`src/rtl/core/csx_pkg.sv`:
```
// Shared types, constants and round functions of the ChaCha20 stream XOR block.
package csx_pkg;

  localparam int CSX_QUEUE_DEPTH = 4;
  localparam int CSX_HALF_STEPS  = 40;
  localparam int CSX_BLOCK_BITS  = 512;
  localparam int CSX_POS_W       = 6;
  localparam int CSX_CTR_W       = 32;
  localparam int CSX_IDX_W       = 3;
  localparam int CSX_CFG_W       = 64;

  localparam logic [CSX_IDX_W-1:0] CSX_REG_KEY0  = 3'd0;
  localparam logic [CSX_IDX_W-1:0] CSX_REG_KEY1  = 3'd1;
  localparam logic [CSX_IDX_W-1:0] CSX_REG_KEY2  = 3'd2;
  localparam logic [CSX_IDX_W-1:0] CSX_REG_KEY3  = 3'd3;
  localparam logic [CSX_IDX_W-1:0] CSX_REG_NONCE = 3'd4;

  localparam logic [31:0] CSX_SIGMA0 = 32'h61707865;
  localparam logic [31:0] CSX_SIGMA1 = 32'h3320646e;
  localparam logic [31:0] CSX_SIGMA2 = 32'h79622d32;
  localparam logic [31:0] CSX_SIGMA3 = 32'h6b206574;

  typedef logic [15:0][31:0] csx_words_t;
  typedef logic [3:0][63:0]  csx_key_t;

  typedef struct packed {
    logic [7:0] data_byte;
    logic       first_byte;
    logic       last_byte;
  } csx_in_t;

  typedef struct packed {
    logic [7:0] result_byte;
    logic       result_last;
  } csx_out_t;

  typedef struct packed {
    logic [7:0]           data;
    logic                 last;
    logic [CSX_POS_W-1:0] pos;
    logic [CSX_CTR_W-1:0] ctr;
  } csx_entry_t;

  typedef struct packed {
    logic                 start;
    logic                 abort;
    logic [CSX_CTR_W-1:0] ctr;
  } csx_gen_ctl_t;

  typedef struct packed {
    logic                 busy;
    logic                 done;
    logic [CSX_CTR_W-1:0] ctr;
  } csx_gen_sts_t;

  function automatic csx_words_t csx_init_state(csx_key_t key, logic [63:0] nonce,
                                                logic [CSX_CTR_W-1:0] ctr);
    csx_words_t s;
    s[0] = CSX_SIGMA0;
    s[1] = CSX_SIGMA1;
    s[2] = CSX_SIGMA2;
    s[3] = CSX_SIGMA3;
    for (int k = 0; k < 4; k++) begin
      s[4 + 2 * k] = key[k][31:0];
      s[5 + 2 * k] = key[k][63:32];
    end
    s[12] = ctr;
    s[13] = 32'd0;
    s[14] = nonce[31:0];
    s[15] = nonce[63:32];
    return s;
  endfunction

  // Half of four quarter rounds: the first half rotates by 16 and 12,
  // the second by 8 and 7. Diagonal rounds shift the b, c, d columns.
  function automatic csx_words_t csx_half_round(csx_words_t s, logic diag, logic second);
    csx_words_t r;
    logic [1:0] jj;
    logic [1:0] sh;
    logic [3:0] ia, ib, ic, id;
    logic [31:0] va, vb, vc, vd;
    r = s;
    for (int j = 0; j < 4; j++) begin
      jj = 2'(j);
      sh = {1'b0, diag};
      ia = {2'b00, jj};
      ib = {2'b01, 2'(jj + sh)};
      ic = {2'b10, 2'(jj + {diag, 1'b0})};
      id = {2'b11, 2'(jj + {diag, diag})};
      va = s[ia] + s[ib];
      vd = s[id] ^ va;
      vd = second ? {vd[23:0], vd[31:24]} : {vd[15:0], vd[31:16]};
      vc = s[ic] + vd;
      vb = s[ib] ^ vc;
      vb = second ? {vb[24:0], vb[31:25]} : {vb[19:0], vb[31:20]};
      r[ia] = va;
      r[ib] = vb;
      r[ic] = vc;
      r[id] = vd;
    end
    return r;
  endfunction

endpackage

```
`src/rtl/core/csx_front.sv`:
```
// Front end: accepts input words and tags each with its block counter and byte position.
module csx_front (
  input  logic               clk,
  input  logic               rst_n,
  input  logic               in_valid,
  input  csx_pkg::csx_in_t   in_data,
  input  logic               q_full,
  output logic               q_push,
  output csx_pkg::csx_entry_t q_entry
);
  import csx_pkg::*;

  logic [CSX_CTR_W-1:0] blk_ctr_r, blk_ctr_nxt, ctr_eff;
  logic [CSX_POS_W-1:0] pos_r, pos_nxt, pos_eff;

  assign q_push  = in_valid && !q_full;
  // first byte restarts the stream at counter 1, position 0
  assign ctr_eff = in_data.first_byte ? CSX_CTR_W'(1) : blk_ctr_r;
  assign pos_eff = in_data.first_byte ? '0 : pos_r;

  always_comb begin
    q_entry.data = in_data.data_byte;
    q_entry.last = in_data.last_byte;
    q_entry.pos  = pos_eff;
    q_entry.ctr  = (pos_eff == '0) ? ctr_eff : ctr_eff - CSX_CTR_W'(1);
    blk_ctr_nxt  = (pos_eff == '0) ? ctr_eff + CSX_CTR_W'(1) : ctr_eff;
    pos_nxt      = pos_eff + CSX_POS_W'(1);
  end

  always_ff @(posedge clk) begin
    if (!rst_n) begin
      blk_ctr_r <= CSX_CTR_W'(1);
      pos_r     <= '0;
    end else if (q_push) begin
      blk_ctr_r <= blk_ctr_nxt;
      pos_r     <= pos_nxt;
    end
  end

endmodule

```
`config.mk`:
```
export PLATFORM = sky130hd
export DESIGN_NAME = csx_front
export DESIGN_NICKNAME = d
export VERILOG_FILES = /design/src/rtl/core/csx_pkg.sv /design/src/rtl/core/csx_front.sv
export SDC_FILE = /design/constraint.sdc
export NUM_CORES = 1
export LEC_CHECK = 0
export ABC_AREA = 1
export BUFFER_PORTS_ARGS = -buffer_cell sky130_fd_sc_hd__clkbuf_2
export CAP_MARGIN = 20
export CORE_ASPECT_RATIO = 1.4
export CORE_MARGIN = 1
export CORE_UTILIZATION = 50
export DETAILED_ROUTE_END_ITERATION = 8
export HOLD_SLACK_MARGIN = 0.1
export PLACE_DENSITY = 0.72
export SYNTH_ARGS = -nofsm -noshare
export SYNTH_HDL_FRONTEND = slang
export SYNTH_SLANG_ARGS = --single-unit
```
`constraint.sdc`:
```
create_clock -name clk -period 8.85 [get_ports clk]
set_clock_uncertainty 0.1 [all_clocks]
set_input_delay 2.2125 -clock clk [delete_from_list [all_inputs] [get_ports clk]]
set_output_delay 2.2125 -clock clk [all_outputs]
set_load 0.01 [all_outputs]
```
== Word-level counts from Yosys, hierarchy flattened ==
Index checks and enable logic that the tools add are counted.

* Register bits: 38
* Bits of input ports: 14
* Output and inout port bits: 48
* Word-level logic and storage cells: 12

* $add $sub $neg: 3
* Muxes and demuxes: 4
* Reduce and logical (&&, ||, !) cells: 3

{| class="wikitable"
|+ Operators with widths
! cell !! number
|-
| $mux W32 || 3
|-
| $add A32 B1 Y32 const B || 1
|-
| $sub A32 B1 Y32 const B || 1
|-
| $add A6 B1 Y6 const B || 1
|-
| $logic_not A6 Y1 || 1
|-
| $mux W6 || 1
|-
| $logic_and A1 B1 Y1 || 1
|-
| $logic_not A1 Y1 || 1
|}

== Longest topological paths before layout ==
* Depth after elaboration: 3
* Gate-level depth with buffers: 14
* Mapped depth without buffers: 14

== Least setup slack after synthesis ==
Ideal clock, no wire load.

* Path kind: in2out
* From: input in_data[1] (netlist bit)
* To: output q_entry[18] (netlist bit)
* Arrival time: 3761 ps
* Required time: 6537 ps
* Setup slack: 2777 ps
* Cell stages on the path: 13
* Buffers on the path: 2
* Cell sequence: inv_2 -> buf_6 -> buf_6 -> nand2_1 -> ha_1 -> nand2_1 -> nor2_1 -> nand2_2 -> nand2_2 -> nor2_4 -> inv_2 -> nor2_1 -> xor2_1

{| class="wikitable"
|+ RTL lines
! item !! line !! text
|-
| from (decl) || csx_front.sv:6 || <nowiki>input csx_pkg::csx_in_t in_data,</nowiki>
|-
| to (decl) || csx_front.sv:9 || <nowiki>output csx_pkg::csx_entry_t q_entry</nowiki>
|}

==> results by group <==
Logic synthesis
  – Mean Syn Cell Area: slightly below 6 um^2
  – Cells after synthesis: about 610
  – YS warnings: 0
  – Distinct cells, synth: 38
  – Synth Net Count: between 600 and 700
  – Mapped cell area: 3580 um^2
  – Synth area leaders: dfxtp_1 21%, nand2_1 17%, nor2_1 9.8%
  – EDFF count, synth: 0
  – Synth Register Bits: 38
  – Largest area contributor in the netlist: dfxtp_1
  – Top_reg_cell synth: dfxtp_1
  – Asr flop ratio synth: 0
  – Synth top area share: 0.213
  – Register area share after synthesis: 0.213

Die
  – Die width: roughly 73 um
  – Die area: between 7000 and 8000 um^2
  – Core ar.: between 6000 and 7000 um^2
  – IO Pins: slightly above 60
  – Initial Utilization: 0.516
  – Die H: between 100 and 150 um
  – Placement row count: 36

Clock tree
  – Level count of the clock H-tree: 2
  – PostCTS Resize Cnt: 0
  – CTS Buf Count: 5
  – CTS tree: done
  – CTS Hold Bufs: 0
  – Clock sink total: 38
  – Clock Latency Late Sink: 0.31 ns
  – Clk slew on worst S/H paths: 0.09 ns
  – Clock buffer depth: 2
  – Clock Tree Root: clkbuf_8
  – Post-CTS setup buffer count: 0

Hold path
  – HP Start: pos_r[4]
  – WHS Endpoint: pos_r[4]
  – Worst hold path depth: 1
  – Hold Crit Class: register to register

Setup path
  – R2r endpoint: blk_ctr_r[15]
  – R2R setup slack: 6.51 ns
  – Critical Path RT: roughly 6.5 ns
  – Slowest cell on the critical path: inv_2
  – RR Startpoint: pos_r[0]
  – Critical path peak fanout: 43
  – Worst path max stage delay: 0.69 ns
  – WS Path Type: input pin to primary output
  – Critical Path End Type: primary output
  – Arrival time of the worst setup path: around 4.8 ns
  – CP Cell Sequence: clkbuf_2 > inv_2 > nand2_1 > ha_1 > nand2_1 > nor2_1 > nand2_2 > nand2_2 > nor2_4 > inv_2 > nor2_1 > xor2_1 > clkbuf_2
  – Critical Path Source Type: input pin
  – Path depth of the worst reg2reg path: 9

Cells and area
  – Most frequent cells in the layout: 165 x nand2_1, 93 x nor2_1, 73 x inv_1, 48 x nand3_1, 43 x clkbuf_2
  – Non-Filler Instances: 728
  – Antenna cell count: 0
  – Layout cell share with drive strength beyond 1: 0.164
  – Area Overhead vs Synth: 7.49%
  – Fin nets: ~650
  – Commonest non-fill, non-tap cell in the layout: nand2_1

Power and ir drop
  – IR drop worst, VDD: about 0.066 mV
  – Leak: 0.00196 uW
  – Pwr Density: 98.1 nW/um^2
  – Power consumption: about 380 uW

Routing
  – Initial DRC count: between 200 and 250
  – DRC Markers: 0
  – DR vias: 3853
  – Router iterations before antenna repair: 4
  – Avg WL per Cell: ~14 um
  – Via/cell ratio: about 5.3
  – Final wirelength: a little over 10000 um
  – Routed Antenna Nets: 0

Global routing
  – All-layer global routing usage: 0.283
  – Largest net degree at the start of global routing: 44
  – Global-route wire length before repair: approximately 16000 um
  – Grt ovf: 0
  – Antenna violations before repair: 0
  – Vias in the first global route: roughly 3500

Timing
  – Slew HR: 0.427
  – Final hold vios: 0
  – Setup TNS: 0 ns
  – Fin Hold WS: approximately 0.36 ns
  – Final setup fails: 0
  – RSZ-0062 raised after global routing: no
  – Max Freq: between 0.1 and 0.15 GHz
  – Final Max Tran Viols: 0
  – Final critical-path share of the clock period: 0.805
  – Final period demand of the worst path: 7.12 ns
  – Pin slew with the least headroom to its limit: about 0.86 ns
  – Slack of the critical path: 1.73 ns

Place
  – Placed cells: between 700 and 800
  – GP Congestion: 0.972
  – Setup WS pre-CTS: roughly 1.8 ns
  – Hpwl dp: between 7000 and 8000 um
  – IO Port Bufs: 43

Status
  – Outcome: finished clean

Run
  – Max-Cap Viols: 0
==> cell usage after synthesis, types with 2 or more instances <==
| master | instances |
|---|---|
| buf_4 | 10 |
| dfxtp_1 | 38 |
| xor2_1 | 20 |
| nand2_2 | 15 |
| nor2_4 | 7 |
| nand3_2 | 3 |
| o21ai_2 | 2 |
| nand4_1 | 10 |
| ha_1 | 4 |
| a21boi_0 | 5 |
| nand3b_1 | 2 |
| o21ai_0 | 17 |
| inv_1 | 73 |
| nor2_2 | 12 |
| xnor2_1 | 5 |
| nor4_1 | 3 |
| nor2_1 | 93 |
| nand2_1 | 165 |
| a21oi_1 | 20 |
| o21ai_1 | 8 |
| nand3_1 | 48 |
| nand4_2 | 2 |
| clkbuf_1 | 4 |
| inv_2 | 9 |
| buf_2 | 4 |
| nor3_1 | 12 |
| o211ai_1 | 2 |
| buf_6 | 4 |
==> sequential cells by signal (all words and copies together), names as in the netlist <==
name       cells
blk_ctr_r     32
pos_r          6
==> worst max-delay path: cells and delay by family <==
kind	cells	cell delay [ns]
buf+inv	4	1.10
simple gates	7	1.07
fa+ha+maj	1	0.27
xor+xnor	1	0.15
==> worst max-delay path by stage <==
stage                     startpoint           to  slack, ns  depth (start not counted)
after global routing      in_data[1]  q_entry[18]       1.43                         13
after CTS                 in_data[1]  q_entry[18]       1.75                         13
after detailed placement  in_data[1]  q_entry[18]       1.76                         13
after floorplan           in_data[1]  q_entry[18]       2.78                         13
after global placement    in_data[1]  q_entry[18]       1.83                         13
final                     in_data[1]  q_entry[18]       1.73                         13
==> power by group <==
| group | leakage, uW | switching [uW] | internal, uW |
|---|---|---|---|
| Clock | 0.0000573 | 72.3 | 90.4 |
| Sequential | 0.000307 | 0.956 | 172 |
| Combinational | 0.00160 | 29.9 | 11.4 |
==> final cells by class <==
cell class,count,area [um^2]
Multi-Input combinational cell,463,2330
Clock buffer,6,82.6
Tap cell,95,119
Timing Repair Buffer,43,215
Sequential cell,38,761
Fill cell,758,3090
Clock inverter,1,30.0
Inverter,82,308
==> layer usage <==
| metal | track usage | wire length (um) | vias to the layer above |
|---|---|---|---|
| met3 | 0.0316 | 458 | 19 |
| met5 | 0 | 0 | - |
| met2 | 0.528 | 5270 | 100 |
| li1 | - | - | 1960 |
| met1 | 0.324 | 4150 | 1774 |
| met4 | 0.105 | 221 | 0 |
==> kinds of logic after synthesis <==
| family | count (synthesis) | synth area share |
|---|---|---|
| XOR/XNOR | 25 | 0.0612 |
| flip-flops | 38 | 0.213 |
| AO/OA/AOI/OAI | 56 | 0.0871 |
| AND/OR/NAND/NOR | 378 | 0.489 |
| buffers and inverters | 106 | 0.136 |
| adder cells (fa/ha/maj) | 4 | 0.0140 |
==> metrics by stage <==
| stage | instance area [um^2] | utilization |
|---|---|---|
| after global placement | 3730 | 0.538 |
| after detailed placement | 3730 | 0.538 |
| after floorplan | 3580 | - |
| final | 3840 | 0.554 |
| after CTS | 3840 | 0.554 |
| after global routing | 3840 | 0.554 |
Power figures use the tool's default switching activity.
