File: src/rtl/core/csx_pkg.sv
// Shared types, constants and round functions of the ChaCha20 stream XOR block.
package csx_pkg;

  localparam int CSX_QUEUE_DEPTH = 4;
  localparam int CSX_HALF_STEPS  = 40;
  localparam int CSX_BLOCK_BITS  = 512;
  localparam int CSX_POS_W       = 6;
  localparam int CSX_CTR_W       = 32;
  localparam int CSX_IDX_W       = 3;
  localparam int CSX_CFG_W       = 64;

  localparam logic [CSX_IDX_W-1:0] CSX_REG_KEY0  = 3'd0;
  localparam logic [CSX_IDX_W-1:0] CSX_REG_KEY1  = 3'd1;
  localparam logic [CSX_IDX_W-1:0] CSX_REG_KEY2  = 3'd2;
  localparam logic [CSX_IDX_W-1:0] CSX_REG_KEY3  = 3'd3;
  localparam logic [CSX_IDX_W-1:0] CSX_REG_NONCE = 3'd4;

  localparam logic [31:0] CSX_SIGMA0 = 32'h61707865;
  localparam logic [31:0] CSX_SIGMA1 = 32'h3320646e;
  localparam logic [31:0] CSX_SIGMA2 = 32'h79622d32;
  localparam logic [31:0] CSX_SIGMA3 = 32'h6b206574;

  typedef logic [15:0][31:0] csx_words_t;
  typedef logic [3:0][63:0]  csx_key_t;

  typedef struct packed {
    logic [7:0] data_byte;
    logic       first_byte;
    logic       last_byte;
  } csx_in_t;

  typedef struct packed {
    logic [7:0] result_byte;
    logic       result_last;
  } csx_out_t;

  typedef struct packed {
    logic [7:0]           data;
    logic                 last;
    logic [CSX_POS_W-1:0] pos;
    logic [CSX_CTR_W-1:0] ctr;
  } csx_entry_t;

  typedef struct packed {
    logic                 start;
    logic                 abort;
    logic [CSX_CTR_W-1:0] ctr;
  } csx_gen_ctl_t;

  typedef struct packed {
    logic                 busy;
    logic                 done;
    logic [CSX_CTR_W-1:0] ctr;
  } csx_gen_sts_t;

  function automatic csx_words_t csx_init_state(csx_key_t key, logic [63:0] nonce,
                                                logic [CSX_CTR_W-1:0] ctr);
    csx_words_t s;
    s[0] = CSX_SIGMA0;
    s[1] = CSX_SIGMA1;
    s[2] = CSX_SIGMA2;
    s[3] = CSX_SIGMA3;
    for (int k = 0; k < 4; k++) begin
      s[4 + 2 * k] = key[k][31:0];
      s[5 + 2 * k] = key[k][63:32];
    end
    s[12] = ctr;
    s[13] = 32'd0;
    s[14] = nonce[31:0];
    s[15] = nonce[63:32];
    return s;
  endfunction

  // Half of four quarter rounds: the first half rotates by 16 and 12,
  // the second by 8 and 7. Diagonal rounds shift the b, c, d columns.
  function automatic csx_words_t csx_half_round(csx_words_t s, logic diag, logic second);
    csx_words_t r;
    logic [1:0] jj;
    logic [1:0] sh;
    logic [3:0] ia, ib, ic, id;
    logic [31:0] va, vb, vc, vd;
    r = s;
    for (int j = 0; j < 4; j++) begin
      jj = 2'(j);
      sh = {1'b0, diag};
      ia = {2'b00, jj};
      ib = {2'b01, 2'(jj + sh)};
      ic = {2'b10, 2'(jj + {diag, 1'b0})};
      id = {2'b11, 2'(jj + {diag, diag})};
      va = s[ia] + s[ib];
      vd = s[id] ^ va;
      vd = second ? {vd[23:0], vd[31:24]} : {vd[15:0], vd[31:16]};
      vc = s[ic] + vd;
      vb = s[ib] ^ vc;
      vb = second ? {vb[24:0], vb[31:25]} : {vb[19:0], vb[31:20]};
      r[ia] = va;
      r[ib] = vb;
      r[ic] = vc;
      r[id] = vd;
    end
    return r;
  endfunction

endpackage

File: src/rtl/core/csx_back.sv
// Back end: holds current and prefetched keystream blocks and XORs queued words.
module csx_back (
  input  logic                  clk,
  input  logic                  rst_n,
  input  logic                  cfg_we,
  input  logic                  head_valid,
  input  csx_pkg::csx_entry_t   head_data,
  output logic                  q_pop,
  output csx_pkg::csx_gen_ctl_t gen_ctl,
  input  csx_pkg::csx_gen_sts_t gen_sts,
  input  csx_pkg::csx_words_t   gen_block,
  output logic                  out_valid,
  input  logic                  out_stall,
  output csx_pkg::csx_out_t     out_data
);
  import csx_pkg::*;

  logic [CSX_BLOCK_BITS-1:0] cur_ks_r, nxt_ks_r, sel_ks;
  logic [CSX_CTR_W-1:0]      cur_ctr_r, nxt_ctr_r, want_ctr;
  logic                      cur_valid_r, cur_stale_r, nxt_valid_r;
  logic                      out_valid_r;
  csx_out_t                  out_data_r;
  logic                      match_cur, match_nxt, out_free, want_valid, present;
  logic                      take_done;
  logic [CSX_POS_W+2:0]      bit_off;

  // a block position of 0 needs a block made since the last key change
  assign match_cur = cur_valid_r && (cur_ctr_r == head_data.ctr) &&
                     ((head_data.pos != '0) || !cur_stale_r);
  assign match_nxt = nxt_valid_r && (nxt_ctr_r == head_data.ctr);
  assign out_free  = !out_valid_r || !out_stall;
  assign q_pop     = head_valid && (match_cur || match_nxt) && out_free;
  assign sel_ks    = match_cur ? cur_ks_r : nxt_ks_r;
  assign bit_off   = {head_data.pos, 3'b000};
  assign take_done = gen_sts.done && !cfg_we;

  always_comb begin
    if (head_valid && !match_cur && !match_nxt) begin
      want_valid = 1'b1;
      want_ctr   = head_data.ctr;
    end else begin
      want_valid = cur_valid_r;
      want_ctr   = cur_ctr_r + CSX_CTR_W'(1);
    end
    present = (nxt_valid_r && (nxt_ctr_r == want_ctr)) ||
              (gen_sts.done && (gen_sts.ctr == want_ctr));
    gen_ctl.abort = cfg_we;
    gen_ctl.ctr   = want_ctr;
    gen_ctl.start = want_valid && !present && !cfg_we &&
                    (!gen_sts.busy || (gen_sts.ctr != want_ctr));
  end

  always_ff @(posedge clk) begin
    if (!rst_n) begin
      cur_valid_r <= 1'b0;
      cur_stale_r <= 1'b0;
      nxt_valid_r <= 1'b0;
      out_valid_r <= 1'b0;
    end else begin
      if (q_pop) out_valid_r <= 1'b1;
      else if (!out_stall) out_valid_r <= 1'b0;
      if (q_pop && !match_cur) begin
        cur_valid_r <= 1'b1;
        cur_stale_r <= 1'b0;
        nxt_valid_r <= 1'b0;
      end
      if (take_done) nxt_valid_r <= 1'b1;
      if (cfg_we) begin
        cur_stale_r <= 1'b1;
        nxt_valid_r <= 1'b0;
      end
    end
  end

  always_ff @(posedge clk) begin
    if (q_pop) begin
      out_data_r.result_byte <= head_data.data ^ sel_ks[bit_off +: 8];
      out_data_r.result_last <= head_data.last;
      if (!match_cur) begin
        cur_ks_r  <= nxt_ks_r;
        cur_ctr_r <= nxt_ctr_r;
      end
    end
    if (take_done) begin
      nxt_ks_r  <= gen_block;
      nxt_ctr_r <= gen_sts.ctr;
    end
  end

  assign out_valid = out_valid_r;
  assign out_data  = out_data_r;

endmodule

File: config.mk
export PLATFORM = sky130hd
export DESIGN_NAME = csx_back
export DESIGN_NICKNAME = d
export VERILOG_FILES = /design/src/rtl/core/csx_pkg.sv /design/src/rtl/core/csx_back.sv
export SDC_FILE = /design/constraint.sdc
export NUM_CORES = 1
export LEC_CHECK = 0
export BUFFER_PORTS_ARGS = -buffer_cell sky130_fd_sc_hd__buf_2
export CORE_MARGIN = 10
export CORE_UTILIZATION = 36
export CTS_BUF_LIST = sky130_fd_sc_hd__clkbuf_4
export DETAILED_ROUTE_END_ITERATION = 6
export GPL_TIMING_DRIVEN = 0
export PLACE_DENSITY = 0.51
export SLEW_MARGIN = 20
export SYNTH_ARGS = -nofsm -noshare
export SYNTH_HDL_FRONTEND = slang
export SYNTH_SLANG_ARGS = --single-unit
File: constraint.sdc
create_clock -name clk -period 102.8 [get_ports clk]
set_input_delay 15.42 -clock clk [delete_from_list [all_inputs] [get_ports clk]]
set_output_delay 15.42 -clock clk [all_outputs]
set_load 0.05 [all_outputs]
== Yosys cells after proc, flatten, opt, wreduce, memory -nomap -nowiden ==
Index checks and enable logic that the tools add are counted.

* Bits in registers: 1101
* Bits in latches: 0
* Bits in writable memories: 0
* Bits in read-only memories: 0
* Logic and storage cells: 61
* Memories kept: 0

* $add $sub $neg: 1
* $mul: 0
* Divide/modulo/power cells: 0
* $lt $le $gt $ge: 0
* Equality and inequality tests: 6
* Shifts and indexed selects: 1
* Mux-type cells: 8
* Bitwise operators: 3
* Reductions and logical operators: 32

{| class="wikitable"
|+ Operator list
! kind !! count
|-
| $mux W512 || 1
|-
| $shiftx A512 B10 Y8 || 1
|-
| $eq A32 B32 Y1 || 4
|-
| $add A32 B1 Y32 const B || 1
|-
| $mux W32 || 1
|-
| $ne A32 B32 Y1 || 1
|-
| $logic_and A1 B1 Y1 || 14
|-
| $logic_not A1 Y1 || 8
|-
| $xor A8 B8 Y8 || 1
|-
| $mux W1 || 6
|-
| $reduce_bool A6 Y1 || 1
|-
| $logic_or A1 B1 Y1 || 5
|-
| $reduce_bool A2 Y1 || 2
|-
| $ne A2 B2 Y1 const B || 1
|-
| $not A1 Y1 || 2
|-
| $reduce_and A2 Y1 || 1
|-
| $reduce_or A2 Y1 || 1
|}

== Logic depth before layout (Yosys ltp) ==
* Word-level depth: 14
* Mapped depth: 16

== Worst setup path after synthesis ==
Ideal clock, no wire load.

* Path kind: input -> output
* Start point: input port head_data[25] in the netlist's numbering
* End point: output port q_pop
* Arrival time: 43.253 ns
* Slack: 44.127 ns
* Stages: 10
* Path buffers: 4
* Path through: clkbuf_1 or2_1 a2111o_1 nor4_1 and3_1 buf_2 clkbuf_1 clkbuf_1 o21ai_0 a21oi_1

* Word-level cells in the longest chain between the ends: 6

{| class="wikitable"
|+ Ends and longest elaborated chain
! element !! RTL line !! source
|-
| start, declared || csx_back.sv:7 || <nowiki>input csx_pkg::csx_entry_t head_data,</nowiki>
|-
| $eq A32 B32 Y1 || csx_back.sv:28 || <nowiki>assign match_cur = cur_valid_r && (cur_ctr_r == head_data.ctr) &&</nowiki>
|-
| $logic_and A1 B1 Y1 (2 in a row) || csx_back.sv:28 ||
|-
| $logic_or A1 B1 Y1 * || csx_back.sv:32 || <nowiki>assign q_pop = head_valid && (match_cur || match_nxt) && out_free;</nowiki>
|-
| $logic_and A1 B1 Y1 * (2 in a row) || csx_back.sv:32 ||
|-
| end, declared || csx_back.sv:8 || <nowiki>output logic q_pop,</nowiki>
|}

Mark *: on every way between the ends. The rest lies on a longest branch, timed or not.

==> metrics <==
status finished, final reports clean; wire per inst around 33 um; pwr/cell area 16.52 mW/mm^2; post-synth cell types 70; Final Setup Violations 0; Synth area leaders edfxtp_1, nand2_1, mux4_2; first-pass GRT wire length between 300,000 and 400,000 um; row count 138; cts hold-fix bufs 0; routed via count 40,720; RSZ-0062 raised after global routing false; final worst-path cycle share 36.10%; most frequent cells after synthesis nand2_1, edfxtp_1, mux4_2; pin count of the biggest net entering global routing 31; Critical Setup Path Class input pin to output port; vias in the first global route between 30,000 and 40,000; grt ovf 0; Max Fclk roughly 27 MHz; setup tns final 0 ps; Starting Density between 30% and 40%; Worst EP arrival 21,690 ps; Main synth FF type edfxtp_1; Die Area roughly 0.16 mm^2; share of the synthesized area in the top cell type between 60% and 70%; 1st-pass router iterations 6; post-route core utilization 44.25%; area leader, netlist edfxtp_1; max_cap viols 0; main combinational cell family by area after synthesis simple AND/OR/NAND/NOR gates; CP dominant cell by count buf_2; core area roughly 0.14 mm^2; setup slack, reg-to-reg 96,010 ps; critical path peak fanout 10; post-CTS setup repair buffer count 0; syn avg cell area between 10 and 15 um^2; adder-cell share of the synthesized area less than 1%; final WL ~230,000 um; Max H-tree Level 5; Post-DRT Antenna Nets 0; compound-cell area share of the yosys netlist 4.820%; Hold Path Cell Cnt 2; number of CTS-inserted buffers 330; DPL Wire Length approximately 180,000 um; Worst VDD drop 0.01393 mV; nets@finish 5,608; worst-margin pin slew 1250 ps; Critical Path Slowest Stage Cell nor2_2; Max Root-Sink Buffers 4; Die X 398.8 um; Hold Fails Final Rpt 0; Synthesized Nets ~4,600; critical-path cell list clkbuf_1 > nor2_2 > nand4_1 > and4_1 > nand3_1 > buf_6 > buf_2 > buf_2 > buf_2 > buf_2 > nand4_1 > o211ai_1 > nand4_1 > nor4_1 > nand4_1 > and2_1 > buf_2; CP peak stage delay between 800 and 900 ps; DR iter-0 viols 5,654; CTS tree yes; Root Buffer clkbuf_4; Crit path required time slightly below 90,000 ps; min-delay worst type flip-flop to flip-flop; post-synthesis instance total 3,985; fillers between 10,000 and 15,000; final count of pins violating max slew 0; Post-synth EDFFs 1,097; Die H 398.8 um; I/O pin count 643; clock latency on the worst-skew pair around 1300 ps; CTS resizes 0; layout cells sized above 1 a little under a third; gr usage total between 20 and 30%; clock skew 128.5 ps; Port Buf Inserts ~620; headroom to the max-slew limit roughly 17%; proportion of synthesized area in mux cells 12.61%; Cell Area, Synth approximately 0.052 mm^2; Pleak between 20 and 25 nW; # clock sinks approximately 1,100; Synth warnings 0; top-count cell post-synth nand2_1; Worst setup SP type input pin; vias per std cell approximately 5.7; post-synthesis xor/xnor area fraction 1.674%; FF+latch count, synth ~1,100; sequential fraction of the synthesis area between 60% and 70%; post-place setup slack about 66,000 ps; Worst R2R Path Depth 15; asr flop ratio synth 0%; Clock transition at path regs approximately 60 ps; simple-gate share of the synthesized area between 10 and 15%; Critical Path Sink Type output port; Layout area overhead 21.73%; GPL Wtd Cong a little under 1; initial antenna violation count just over 40; final worst slack about 66,000 ps; drt drc 0; minimum clock period 37,110 ps
-- worst paths after layout --
check,start,to
worst max-delay path,head_data[34],gen_ctl[33]
worst min register to register,nxt_ks_r[173],cur_ks_r[173]
worst max register to register,cur_ctr_r[23],cur_ks_r[95]
worst min-delay path,nxt_ks_r[173],cur_ks_r[173]
-- flip-flops by register name, indices dropped and copies added (netlist names) --
| signal | flops |
|---|---|
| cur_ks_r | 512 |
| nxt_ks_r | 512 |
| cur_ctr_r | 32 |
| nxt_ctr_r | 32 |
| out_data | 9 |
| cur_stale_r | 1 |
| cur_valid_r | 1 |
| nxt_valid_r | 1 |
| out_valid | 1 |
-- layout by cell type (no fill, tap or decap), types with 33 or more instances in the layout --
master    synthesis  final
clkbuf_4          0    485
clkbuf_1        174    153
nand4_1          37     37
clkinv_1          1     53
edfxtp_1       1097   1097
a22oi_1          74     74
nand3_1          54     54
nor4_1           53     52
xnor2_1          56     56
nand2_1        1434   1434
nor2_1           68     68
a21oi_1          42     41
o21ai_0          46     46
mux4_2          218    218
buf_2            56    684
mux2i_1          33     33
xor2_1           40     40
mux2_2          113    113
buf_16            0     46
-- cell families (layout without fill, tap and decap cells) --
group / Yosys count / count (layout)
other cells: 0 / 19
xor+xnor: 97 / 97
compound gates: 342 / 342
buf+inv: 275 / 1518
simple gates: 1805 / 1805
fa+ha+maj: 1 / 1
mux: 364 / 364
flops: 1101 / 1101
-- power by group --
part / total (W) / switching (W) / internal [W]
Clock: 0.000419 / 0.000200 / 0.000219
Combinational: 0.0000951 / 0.0000601 / 0.0000349
Sequential: 0.000524 / 0.0000123 / 0.000512
-- per-layer routing --
layer	share of wire [%]	routed length (um)	track usage [%]
met5	0.033	78	0
met4	4.7	10930	13.24
met3	11	26190	7.731
met2	43	101700	41.63
met1	41	95540	39.27
-- area by class of cell --
cell class                      instances  area [um^2]  area share [%]
Clock inverter                         66        310.3          0.4935
Timing Repair Buffer                  692         4803           7.639
Buffer                                264         1199           1.906
Multi-Input combinational cell       2609        17450           27.76
Clock buffer                          485         3641           5.790
Inverter                               11        41.29         0.06566
Tap cell                             1890         2365           3.761
Sequential cell                      1101        33020           52.51
Antenna cell                           19        47.55         0.07561
-- worst max-delay path, delay by kind of cell --
family | cells | cell delay (ps)
simple gates | 9 | 3280
buf+inv | 7 | 2760
compound gates | 1 | 150
-- metrics by stage --
| step | std cells | area (um^2) | power (W) | hold WS, ps |
|---|---|---|---|---|
| finish | 7137 | 62880 | 0.001039 | 461.0 |
| global route | 7135 | 62880 | 0.001076 | 481.5 |
| CTS | 7118 | 62830 | 0.001045 | 455.3 |
| detailed placement | 6567 | 58880 | 0.0006257 | 502.2 |
| global placement | 6499 | 57150 | 0.0006355 | 466.8 |
| floorplan | 3985 | 51660 | 0.0005782 | 472.0 |
No activity file was read; power rests on OpenSTA's default activity.
