**config.mk**
```make
export PLATFORM = sky130hd
export DESIGN_NAME = csx_keygen
export DESIGN_NICKNAME = d
export VERILOG_FILES = /design/src/rtl/core/csx_pkg.sv /design/src/rtl/core/csx_keygen.sv
export SDC_FILE = /design/constraint.sdc
export NUM_CORES = 2
export LEC_CHECK = 0
export CAP_MARGIN = 20
export CORE_MARGIN = 4
export CORE_UTILIZATION = 57
export CTS_CLUSTER_DIAMETER = 60
export DETAILED_ROUTE_END_ITERATION = 6
export DONT_BUFFER_PORTS = 1
export GPL_ROUTABILITY_DRIVEN = 1
export PLACE_DENSITY = 0.81
export SYNTH_ARGS = -nofsm -noshare
export SYNTH_HDL_FRONTEND = slang
export SYNTH_SLANG_ARGS = --single-unit
```
**constraint.sdc**
```tcl
create_clock -name clk -period 35.9 [get_ports clk]
set_input_delay 7.18 -clock clk [delete_from_list [all_inputs] [get_ports clk]]
set_output_delay 7.18 -clock clk [all_outputs]
set_load 0.02 [all_outputs]
```
**src/rtl/core/csx_pkg.sv**
```systemverilog
// Shared types, constants and round functions of the ChaCha20 stream XOR block.
package csx_pkg;

  localparam int CSX_QUEUE_DEPTH = 4;
  localparam int CSX_HALF_STEPS  = 40;
  localparam int CSX_BLOCK_BITS  = 512;
  localparam int CSX_POS_W       = 6;
  localparam int CSX_CTR_W       = 32;
  localparam int CSX_IDX_W       = 3;
  localparam int CSX_CFG_W       = 64;

  localparam logic [CSX_IDX_W-1:0] CSX_REG_KEY0  = 3'd0;
  localparam logic [CSX_IDX_W-1:0] CSX_REG_KEY1  = 3'd1;
  localparam logic [CSX_IDX_W-1:0] CSX_REG_KEY2  = 3'd2;
  localparam logic [CSX_IDX_W-1:0] CSX_REG_KEY3  = 3'd3;
  localparam logic [CSX_IDX_W-1:0] CSX_REG_NONCE = 3'd4;

  localparam logic [31:0] CSX_SIGMA0 = 32'h61707865;
  localparam logic [31:0] CSX_SIGMA1 = 32'h3320646e;
  localparam logic [31:0] CSX_SIGMA2 = 32'h79622d32;
  localparam logic [31:0] CSX_SIGMA3 = 32'h6b206574;

  typedef logic [15:0][31:0] csx_words_t;
  typedef logic [3:0][63:0]  csx_key_t;

  typedef struct packed {
    logic [7:0] data_byte;
    logic       first_byte;
    logic       last_byte;
  } csx_in_t;

  typedef struct packed {
    logic [7:0] result_byte;
    logic       result_last;
  } csx_out_t;

  typedef struct packed {
    logic [7:0]           data;
    logic                 last;
    logic [CSX_POS_W-1:0] pos;
    logic [CSX_CTR_W-1:0] ctr;
  } csx_entry_t;

  typedef struct packed {
    logic                 start;
    logic                 abort;
    logic [CSX_CTR_W-1:0] ctr;
  } csx_gen_ctl_t;

  typedef struct packed {
    logic                 busy;
    logic                 done;
    logic [CSX_CTR_W-1:0] ctr;
  } csx_gen_sts_t;

  function automatic csx_words_t csx_init_state(csx_key_t key, logic [63:0] nonce,
                                                logic [CSX_CTR_W-1:0] ctr);
    csx_words_t s;
    s[0] = CSX_SIGMA0;
    s[1] = CSX_SIGMA1;
    s[2] = CSX_SIGMA2;
    s[3] = CSX_SIGMA3;
    for (int k = 0; k < 4; k++) begin
      s[4 + 2 * k] = key[k][31:0];
      s[5 + 2 * k] = key[k][63:32];
    end
    s[12] = ctr;
    s[13] = 32'd0;
    s[14] = nonce[31:0];
    s[15] = nonce[63:32];
    return s;
  endfunction

  // Half of four quarter rounds: the first half rotates by 16 and 12,
  // the second by 8 and 7. Diagonal rounds shift the b, c, d columns.
  function automatic csx_words_t csx_half_round(csx_words_t s, logic diag, logic second);
    csx_words_t r;
    logic [1:0] jj;
    logic [1:0] sh;
    logic [3:0] ia, ib, ic, id;
    logic [31:0] va, vb, vc, vd;
    r = s;
    for (int j = 0; j < 4; j++) begin
      jj = 2'(j);
      sh = {1'b0, diag};
      ia = {2'b00, jj};
      ib = {2'b01, 2'(jj + sh)};
      ic = {2'b10, 2'(jj + {diag, 1'b0})};
      id = {2'b11, 2'(jj + {diag, diag})};
      va = s[ia] + s[ib];
      vd = s[id] ^ va;
      vd = second ? {vd[23:0], vd[31:24]} : {vd[15:0], vd[31:16]};
      vc = s[ic] + vd;
      vb = s[ib] ^ vc;
      vb = second ? {vb[24:0], vb[31:25]} : {vb[19:0], vb[31:20]};
      r[ia] = va;
      r[ib] = vb;
      r[ic] = vc;
      r[id] = vd;
    end
    return r;
  endfunction

endpackage

```
**src/rtl/core/csx_keygen.sv**
```systemverilog
// ChaCha20 block generator: one half-round step (column or diagonal) per cycle, then the final add.
module csx_keygen (
  input  logic                  clk,
  input  logic                  rst_n,
  input  csx_pkg::csx_key_t     key,
  input  logic [63:0]           nonce,
  input  csx_pkg::csx_gen_ctl_t ctl,
  output csx_pkg::csx_gen_sts_t sts,
  output csx_pkg::csx_words_t   block
);
  import csx_pkg::*;

  localparam int STEP_W = $clog2(CSX_HALF_STEPS + 1);

  logic                 busy_r, done_r;
  logic [STEP_W-1:0]    step_r;
  logic [CSX_CTR_W-1:0] gen_ctr_r;
  csx_words_t           work_r, block_r, init_w;
  logic                 finish;

  assign init_w = csx_init_state(key, nonce, gen_ctr_r);
  assign finish = busy_r && (step_r == STEP_W'(CSX_HALF_STEPS));

  assign sts.busy = busy_r;
  assign sts.done = done_r;
  assign sts.ctr  = gen_ctr_r;
  assign block    = block_r;

  always_ff @(posedge clk) begin
    if (!rst_n) begin
      busy_r <= 1'b0;
      done_r <= 1'b0;
    end else begin
      done_r <= 1'b0;
      if (ctl.abort) begin
        busy_r <= 1'b0;
      end else if (ctl.start) begin
        busy_r <= 1'b1;
      end else if (finish) begin
        busy_r <= 1'b0;
        done_r <= 1'b1;
      end
    end
  end

  always_ff @(posedge clk) begin
    if (ctl.start && !ctl.abort) begin
      step_r    <= '0;
      gen_ctr_r <= ctl.ctr;
      work_r    <= csx_init_state(key, nonce, ctl.ctr);
    end else if (finish) begin
      for (int i = 0; i < 16; i++) block_r[i] <= work_r[i] + init_w[i];
    end else if (busy_r) begin
      work_r <= csx_half_round(work_r, step_r[1], step_r[0]);
      step_r <= step_r + STEP_W'(1);
    end
  end

endmodule

```
# Word-level counts from Yosys, hierarchy flattened
# Index checks and enable logic that the tools add are counted.
# op_classes
n_addsub	33
order_cmp	24
n_eq_ne	2
mux	74
n_bitwise	11
reduce_logical	22
# ops
op	count
512-bit bitwise mux	12
512-bit 2-to-1 mux	3
32-bit 2-to-1 mux	35
32-bit adder	19
32-bit binary-select mux with 2-bit select	9
32-bit demux with 2-bit select	9
32-bit XOR	8
32-bit by 31-bit adder with 32-bit output, second input constant	3
32-bit demux with 1-bit select	3
4-bit by 5-bit less-than comparator with 1-bit output, second input constant	8
32-bit by 30-bit adder with 32-bit output, second input constant	1
4-bit by 1-bit greater-or-equal comparator with 1-bit output, second input constant	8
3-bit by 5-bit less-than comparator with 1-bit output, second input constant	4
1-bit logical AND	14
3-bit by 1-bit greater-or-equal comparator with 1-bit output, second input constant	4
2-bit adder, first input constant	3
6-bit by 1-bit adder with 6-bit output, second input constant	1
6-bit equality test, second input constant	1
2-bit AND reduction	3
1-bit by 1-bit adder with 2-bit output, first input constant	2
1-bit by 2-bit adder with 2-bit output, first input constant	2
2-bit by 1-bit adder with 2-bit output, first input constant	2
2-bit nonzero test	2
1-bit 2-to-1 mux	3
5 further kinds	7
# totals
ff_bits	1064
input_bits	356
output_inout_bits	546
elab_cells	202

# Logic depth before layout (Yosys ltp)
# logic_depth
ltp_word	23
ltp_mapped	47
ltp_nobuf	39

# Least setup slack after synthesis
# OpenSTA, ideal clock, no wires.
# synth_path
kind	input-to-reg
start	input port ctl[32] (netlist name)
end	register block_r (netlist bit block[0]) (enable)
setup_time_ns	1.400
t_arrival_ns	30.110
required_ns	34.500
setup_slack_ns	4.390
cell_stages	7
n_path_buf	4
path_cell_list	nand2b_1 > clkbuf_1 > inv_1 > clkbuf_1 > clkbuf_1 > clkbuf_1 > nor2_1
# synth_via
elab_chain_len	4
# synth_lines
item	line	text
start, declared	csx_keygen.sv:7	input csx_pkg::csx_gen_ctl_t ctl,
1-bit logical NOT	csx_keygen.sv:47	if (ctl.start && !ctl.abort) begin
1-bit logical AND	csx_keygen.sv:47	
1-bit NOT (no line)	n/a	
2-bit AND reduction (no line)	n/a	
end, declared	csx_keygen.sv:18	csx_words_t work_r, block_r, init_w;
# No other way between the ends.
# A chain may end at the register's enable or synchronous reset.

# Final worst setup path
# layout_path
start	register step_r[1]
end	register work_r[129] (netlist name) (data pin)
# layout_via
elab_chain_len	23
elab_cells_between_ends	92
cone_classes	add/sub (17); order compare (8); mux (55); bitwise (8); reduce/logical (4)
# layout_lines
item	line	text
start, declared	csx_keygen.sv:16	logic [STEP_W-1:0] step_r;
start signal, assigned	csx_keygen.sv:55	step_r <= step_r + STEP_W'(1);
32-bit 2-to-1 mux (implied by the code) (2 in series)	csx_pkg.sv:90, csx_pkg.sv:94	
32-bit adder	csx_pkg.sv:90	va = s[ia] + s[ib];
32-bit XOR	csx_pkg.sv:91	vd = s[id] ^ va;
32-bit 2-to-1 mux	csx_pkg.sv:92	vd = second ? {vd[23:0], vd[31:24]} : {vd[15:0], vd[31:16]};
32-bit adder	csx_pkg.sv:93	vc = s[ic] + vd;
32-bit XOR	csx_pkg.sv:94	vb = s[ib] ^ vc;
32-bit 2-to-1 mux	csx_pkg.sv:95	vb = second ? {vb[24:0], vb[31:25]} : {vb[19:0], vb[31:20]};
512-bit bitwise mux	csx_pkg.sv:97	r[ib] = vb;
(+6 left out)	n/a	
512-bit bitwise mux	csx_pkg.sv:98	r[ic] = vc;
512-bit bitwise mux	csx_pkg.sv:99	r[id] = vd;
512-bit bitwise mux	csx_pkg.sv:97	
512-bit bitwise mux	csx_pkg.sv:98	
512-bit bitwise mux *	csx_pkg.sv:99	
512-bit 2-to-1 mux *	csx_keygen.sv:53	end else if (busy_r) begin
512-bit 2-to-1 mux *	csx_keygen.sv:51	end else if (finish) begin
512-bit 2-to-1 mux *	csx_keygen.sv:47	
end signal, assigned	csx_keygen.sv:50	work_r <= csx_init_state(key, nonce, ctl.ctr);
end signal, assigned	csx_keygen.sv:54	work_r <= csx_half_round(work_r, step_r[1], step_r[0]);
end, declared	csx_keygen.sv:18	
# Every way passes the cells marked *; elsewhere a longest branch is shown, timed or not. The select of a mux whose other input is x is not followed.

==> flow_metrics.py <==
metrics = {
    "synth": {
        "synth_edf_count": 896,
        "yosys.area.top_type": "edfxtp_1",
        "synth_seq_cells": 1064,
        "syn_area_sq_mm": 0.0802,
        "yosys.area.top_type_share_pct": 33.5,
        "synth_fp_nets": 9436,
        "synth.avg_cell_area_sq_um": 9.47,
        "synth_warnings": 0,
        "synth_ff_type": "edfxtp_1",
        "syn-instance-count": 8469,
        "ys_async_sr_fraction_pct": 0,
        "ys_top_cells_by_area": "edfxtp_1 (34%), ha_1 (9.2%), xnor2_1 (6.7%), mux2i_1 (5.0%), dfxtp_1 (4.2%)",
        "yosysUniqueCellTypes": 123,
        "seq_area_frac_synth_pct": 37.7,
    },
    "floorplanning": {
        "start_util_pct": 57.4,
        "rows": 137,
        "die-area_sq_mm": 0.147,
        "die_h_um": 383,
        "core_area_sq_mm": 0.140,
        "boundaryPins": 902,
        "die_w_um": 383,
    },
    "sta": {
        "hold_viol": 0,
        "tns_ps": 0,
        "whs_ps": 497,
        "grt_setup_unrepaired": "no",
        "max_freq_mhz": 81.4,
        "slew_headroom_pct": 4.50,
        "worst_pin_slew_ps": 1430,
        "clock_skew_ps": 68.1,
        "timing.final.crit_period_ps": 12290,
        "slew_viol_final": 0,
        "fin_crit_sh_pct": 34.2,
        "final-setup-viol-count": 0,
    },
    "clock_tree": {
        "cts.sinks": 1064,
        "htreeDepth": 4,
        "root_buffer": "clkbuf_16",
        "ctsResizeCount": 0,
        "cts_tree": "yes",
        "cts.clk_slew.worst_paths_ps": 60,
        "post_cts_buffers": 0,
        "clk_latency_ps": 820,
        "ctsHoldBuffers": 0,
        "clock_path_buffers": 3,
        "numCtsBuffers": 136,
    },
    "flow_run": {
        "cap_violations": 0,
    },
    "critical_path": {
        "rr_endpoint": "work_r[129]$_DFFE_PP_",
        "startpoint_type": "flop",
        "required_ps": 36410,
        "r2r-start": "step_r[1]$_SDFFE_PP0P_",
        "worstPathArrival_ps": 12800,
        "worstSetupEndpointType": "flop",
        "cp_max_fo": 72,
        "rrSetupSlack_ps": 23610,
        "slowest_stage": "xor2_1",
        "r2r_cells": 36,
        "slowest_delay_ps": 990,
        "cpMostUsedCell": "a21oi_1",
        "path_class": "reg -> reg",
    },
    "finish": {
        "multi_input_area_sq_mm": 0.0476,
        "drive_gt1_share_pct": 8.50,
        "area_growth_pct": 8.83,
        "fin_nets": 9405,
        "regArea_sq_mm": 0.0303,
        "fill_cells": 11200,
    },
    "grt": {
        "grt_use_met2_pct": 73.1,
        "grt_max_degree": 161,
        "grt_pass1_wl_mm": 544,
        "grt_overflow_total": 0,
        "antenna_found_initial": 50,
        "gr-usage-met1_pct": 64.8,
        "grt_busiest_layer": "met2",
        "grt_pass1_vias": 68900,
        "grt_usage_pct": 53.1,
        "met3_usage_pct": 22.7,
    },
    "detailed_routing": {
        "drcViolationCount": 19,
        "wl_mm": 406,
        "via_per_inst": 7.19,
        "wl_per_cell_um": 38.8,
        "vias": 75300,
        "drtIter0Drc": 13800,
        "first_pass_iters": 7,
        "ant_nets": 0,
    },
    "place": {
        "io_buffers": 0,
        "hpwlAfterDp_mm": 328,
        "gp_congestion": 1.13,
    },
    "min_path": {
        "holdPathEnd": "work_r[32]$_SDFFE_PP0P_",
        "holdPathStages": 2,
        "hold_class": "reg -> reg",
        "hold_start": "work_r[32]$_SDFFE_PP0P_",
    },
    "status": {
        "outcome": "finished, violations left",
        "violations": "design-rule violations",
    },
}
[stage by stage]
step,instances,area (sq um),util [%],worst slack [ps]
after global routing,10400,87200,62.4,23500
after floorplan,8469,80200,-,4390
after detailed placement,10200,82500,59.1,23350
final,10500,87300,62.5,23610
after CTS,10400,87100,62.3,24020
after global placement,10200,82500,59.0,23460
[cell type report]
class	count	share of cell area, %
timing repair buffer	159	1.41
clock inverter	79	1.11
antenna	49	0.140
multi-input combinational	6777	54.5
tap	1876	2.69
inverter	300	1.32
clock buffer	170	4.16
sequential	1064	34.7
[placed cells by master (no fill, tap or decap), types with 31 or more instances in the layout]
master       n
xnor2_1    618
a21boi_0    52
o21a_1      77
diode_2     49
and2_1      64
a21o_1     175
a31oi_1     52
edfxtp_1   896
a211oi_1    61
inv_1      294
nor2b_1     88
clkbuf_16  140
and3_1      65
mux2i_1    401
mux2_2     227
or3_1       56
o31ai_1     40
buf_4      153
o21bai_1    55
xor2_1     305
or2_2       43
a22o_1      37
nor3_1     147
nand3_1    154
nand4_1     31
nand2b_1    79
o211ai_1    60
nand2_1    847
o21ai_0    641
ha_1       593
dfxtp_1    166
a21oi_1    640
nor2_1     745
[critical path, delay by kind of cell (launching register included)]
| kind | cells | cell delay, ps |
|---|---|---|
| compound gates | 18 | 4330 |
| xor+xnor | 4 | 2490 |
| fa+ha+maj | 3 | 1020 |
| buf+inv | 4 | 1160 |
| flops | 1 | 810 |
| mux | 3 | 1170 |
| simple gates | 4 | 980 |
[logic make-up after synthesis]
| group | Yosys count | synth area share (%) |
|---|---|---|
| AO/OA/AOI/OAI | 2178 | 16.9 |
| XOR/XNOR | 944 | 10.6 |
| adder cells (fa/ha/maj) | 612 | 9.71 |
| buffers and inverters | 628 | 3.08 |
| flip-flops | 1064 | 37.7 |
| multiplexers | 639 | 8.44 |
| AND/OR/NAND/NOR | 2404 | 13.4 |
[metal layers]
metal / up-vias / part of all wire [%]
met5: - / 0.092
met4: 24 / 10
li1: 30800 / -
met2: 6850 / 39
met1: 35900 / 35
met3: 1678 / 15
[worst max path at each step]
stage          slack, ps              startpoint                    end  depth (start not counted)
2_1_floorplan       4390                 ctl[32]     block[0]$_DFFE_PP_                          7
3_3_place_gp       23460                key[160]   block[318]$_DFFE_PP_                         20
3_5_place_dp       23350                key[160]   block[318]$_DFFE_PP_                         20
4_1_cts            24020                key[160]   block[318]$_DFFE_PP_                         20
5_1_grt            23500  step_r[1]$_SDFFE_PP0P_  work_r[129]$_DFFE_PP_                         37
6_report           23610  step_r[1]$_SDFFE_PP0P_  work_r[129]$_DFFE_PP_                         36
[flip-flops by register name (all words and copies together) (netlist names)]
name and flops:
done_r 1, step_r 6, gen_ctr_r 32, block 512, busy_r 1, work_r 512
[cell usage after synthesis (all sizes together) (16+ instances only)]
cell     instances
clkbuf         248
o211ai          62
o21ai          670
o21a            77
nand2          851
a31oi           52
o221ai          21
ha             593
nor2b           88
nand3          155
o31ai           43
and2            66
inv            300
and3            65
nand2b          80
or3             56
buf             78
dfxtp          168
a22oi           21
mux2i          406
a2111oi         16
or2             44
fa              18
a211oi          63
xor2           308
nor2           752
xnor2          622
a22o            37
nor3           148
a21o           175
nand3b          17
nand4           32
mux2           227
edfxtp         896
a21oi          645
a21boi          52
o21bai          55
Power is not shown: default switching activity piles up to over one toggle a cycle in this logic, so the estimate is an artifact.
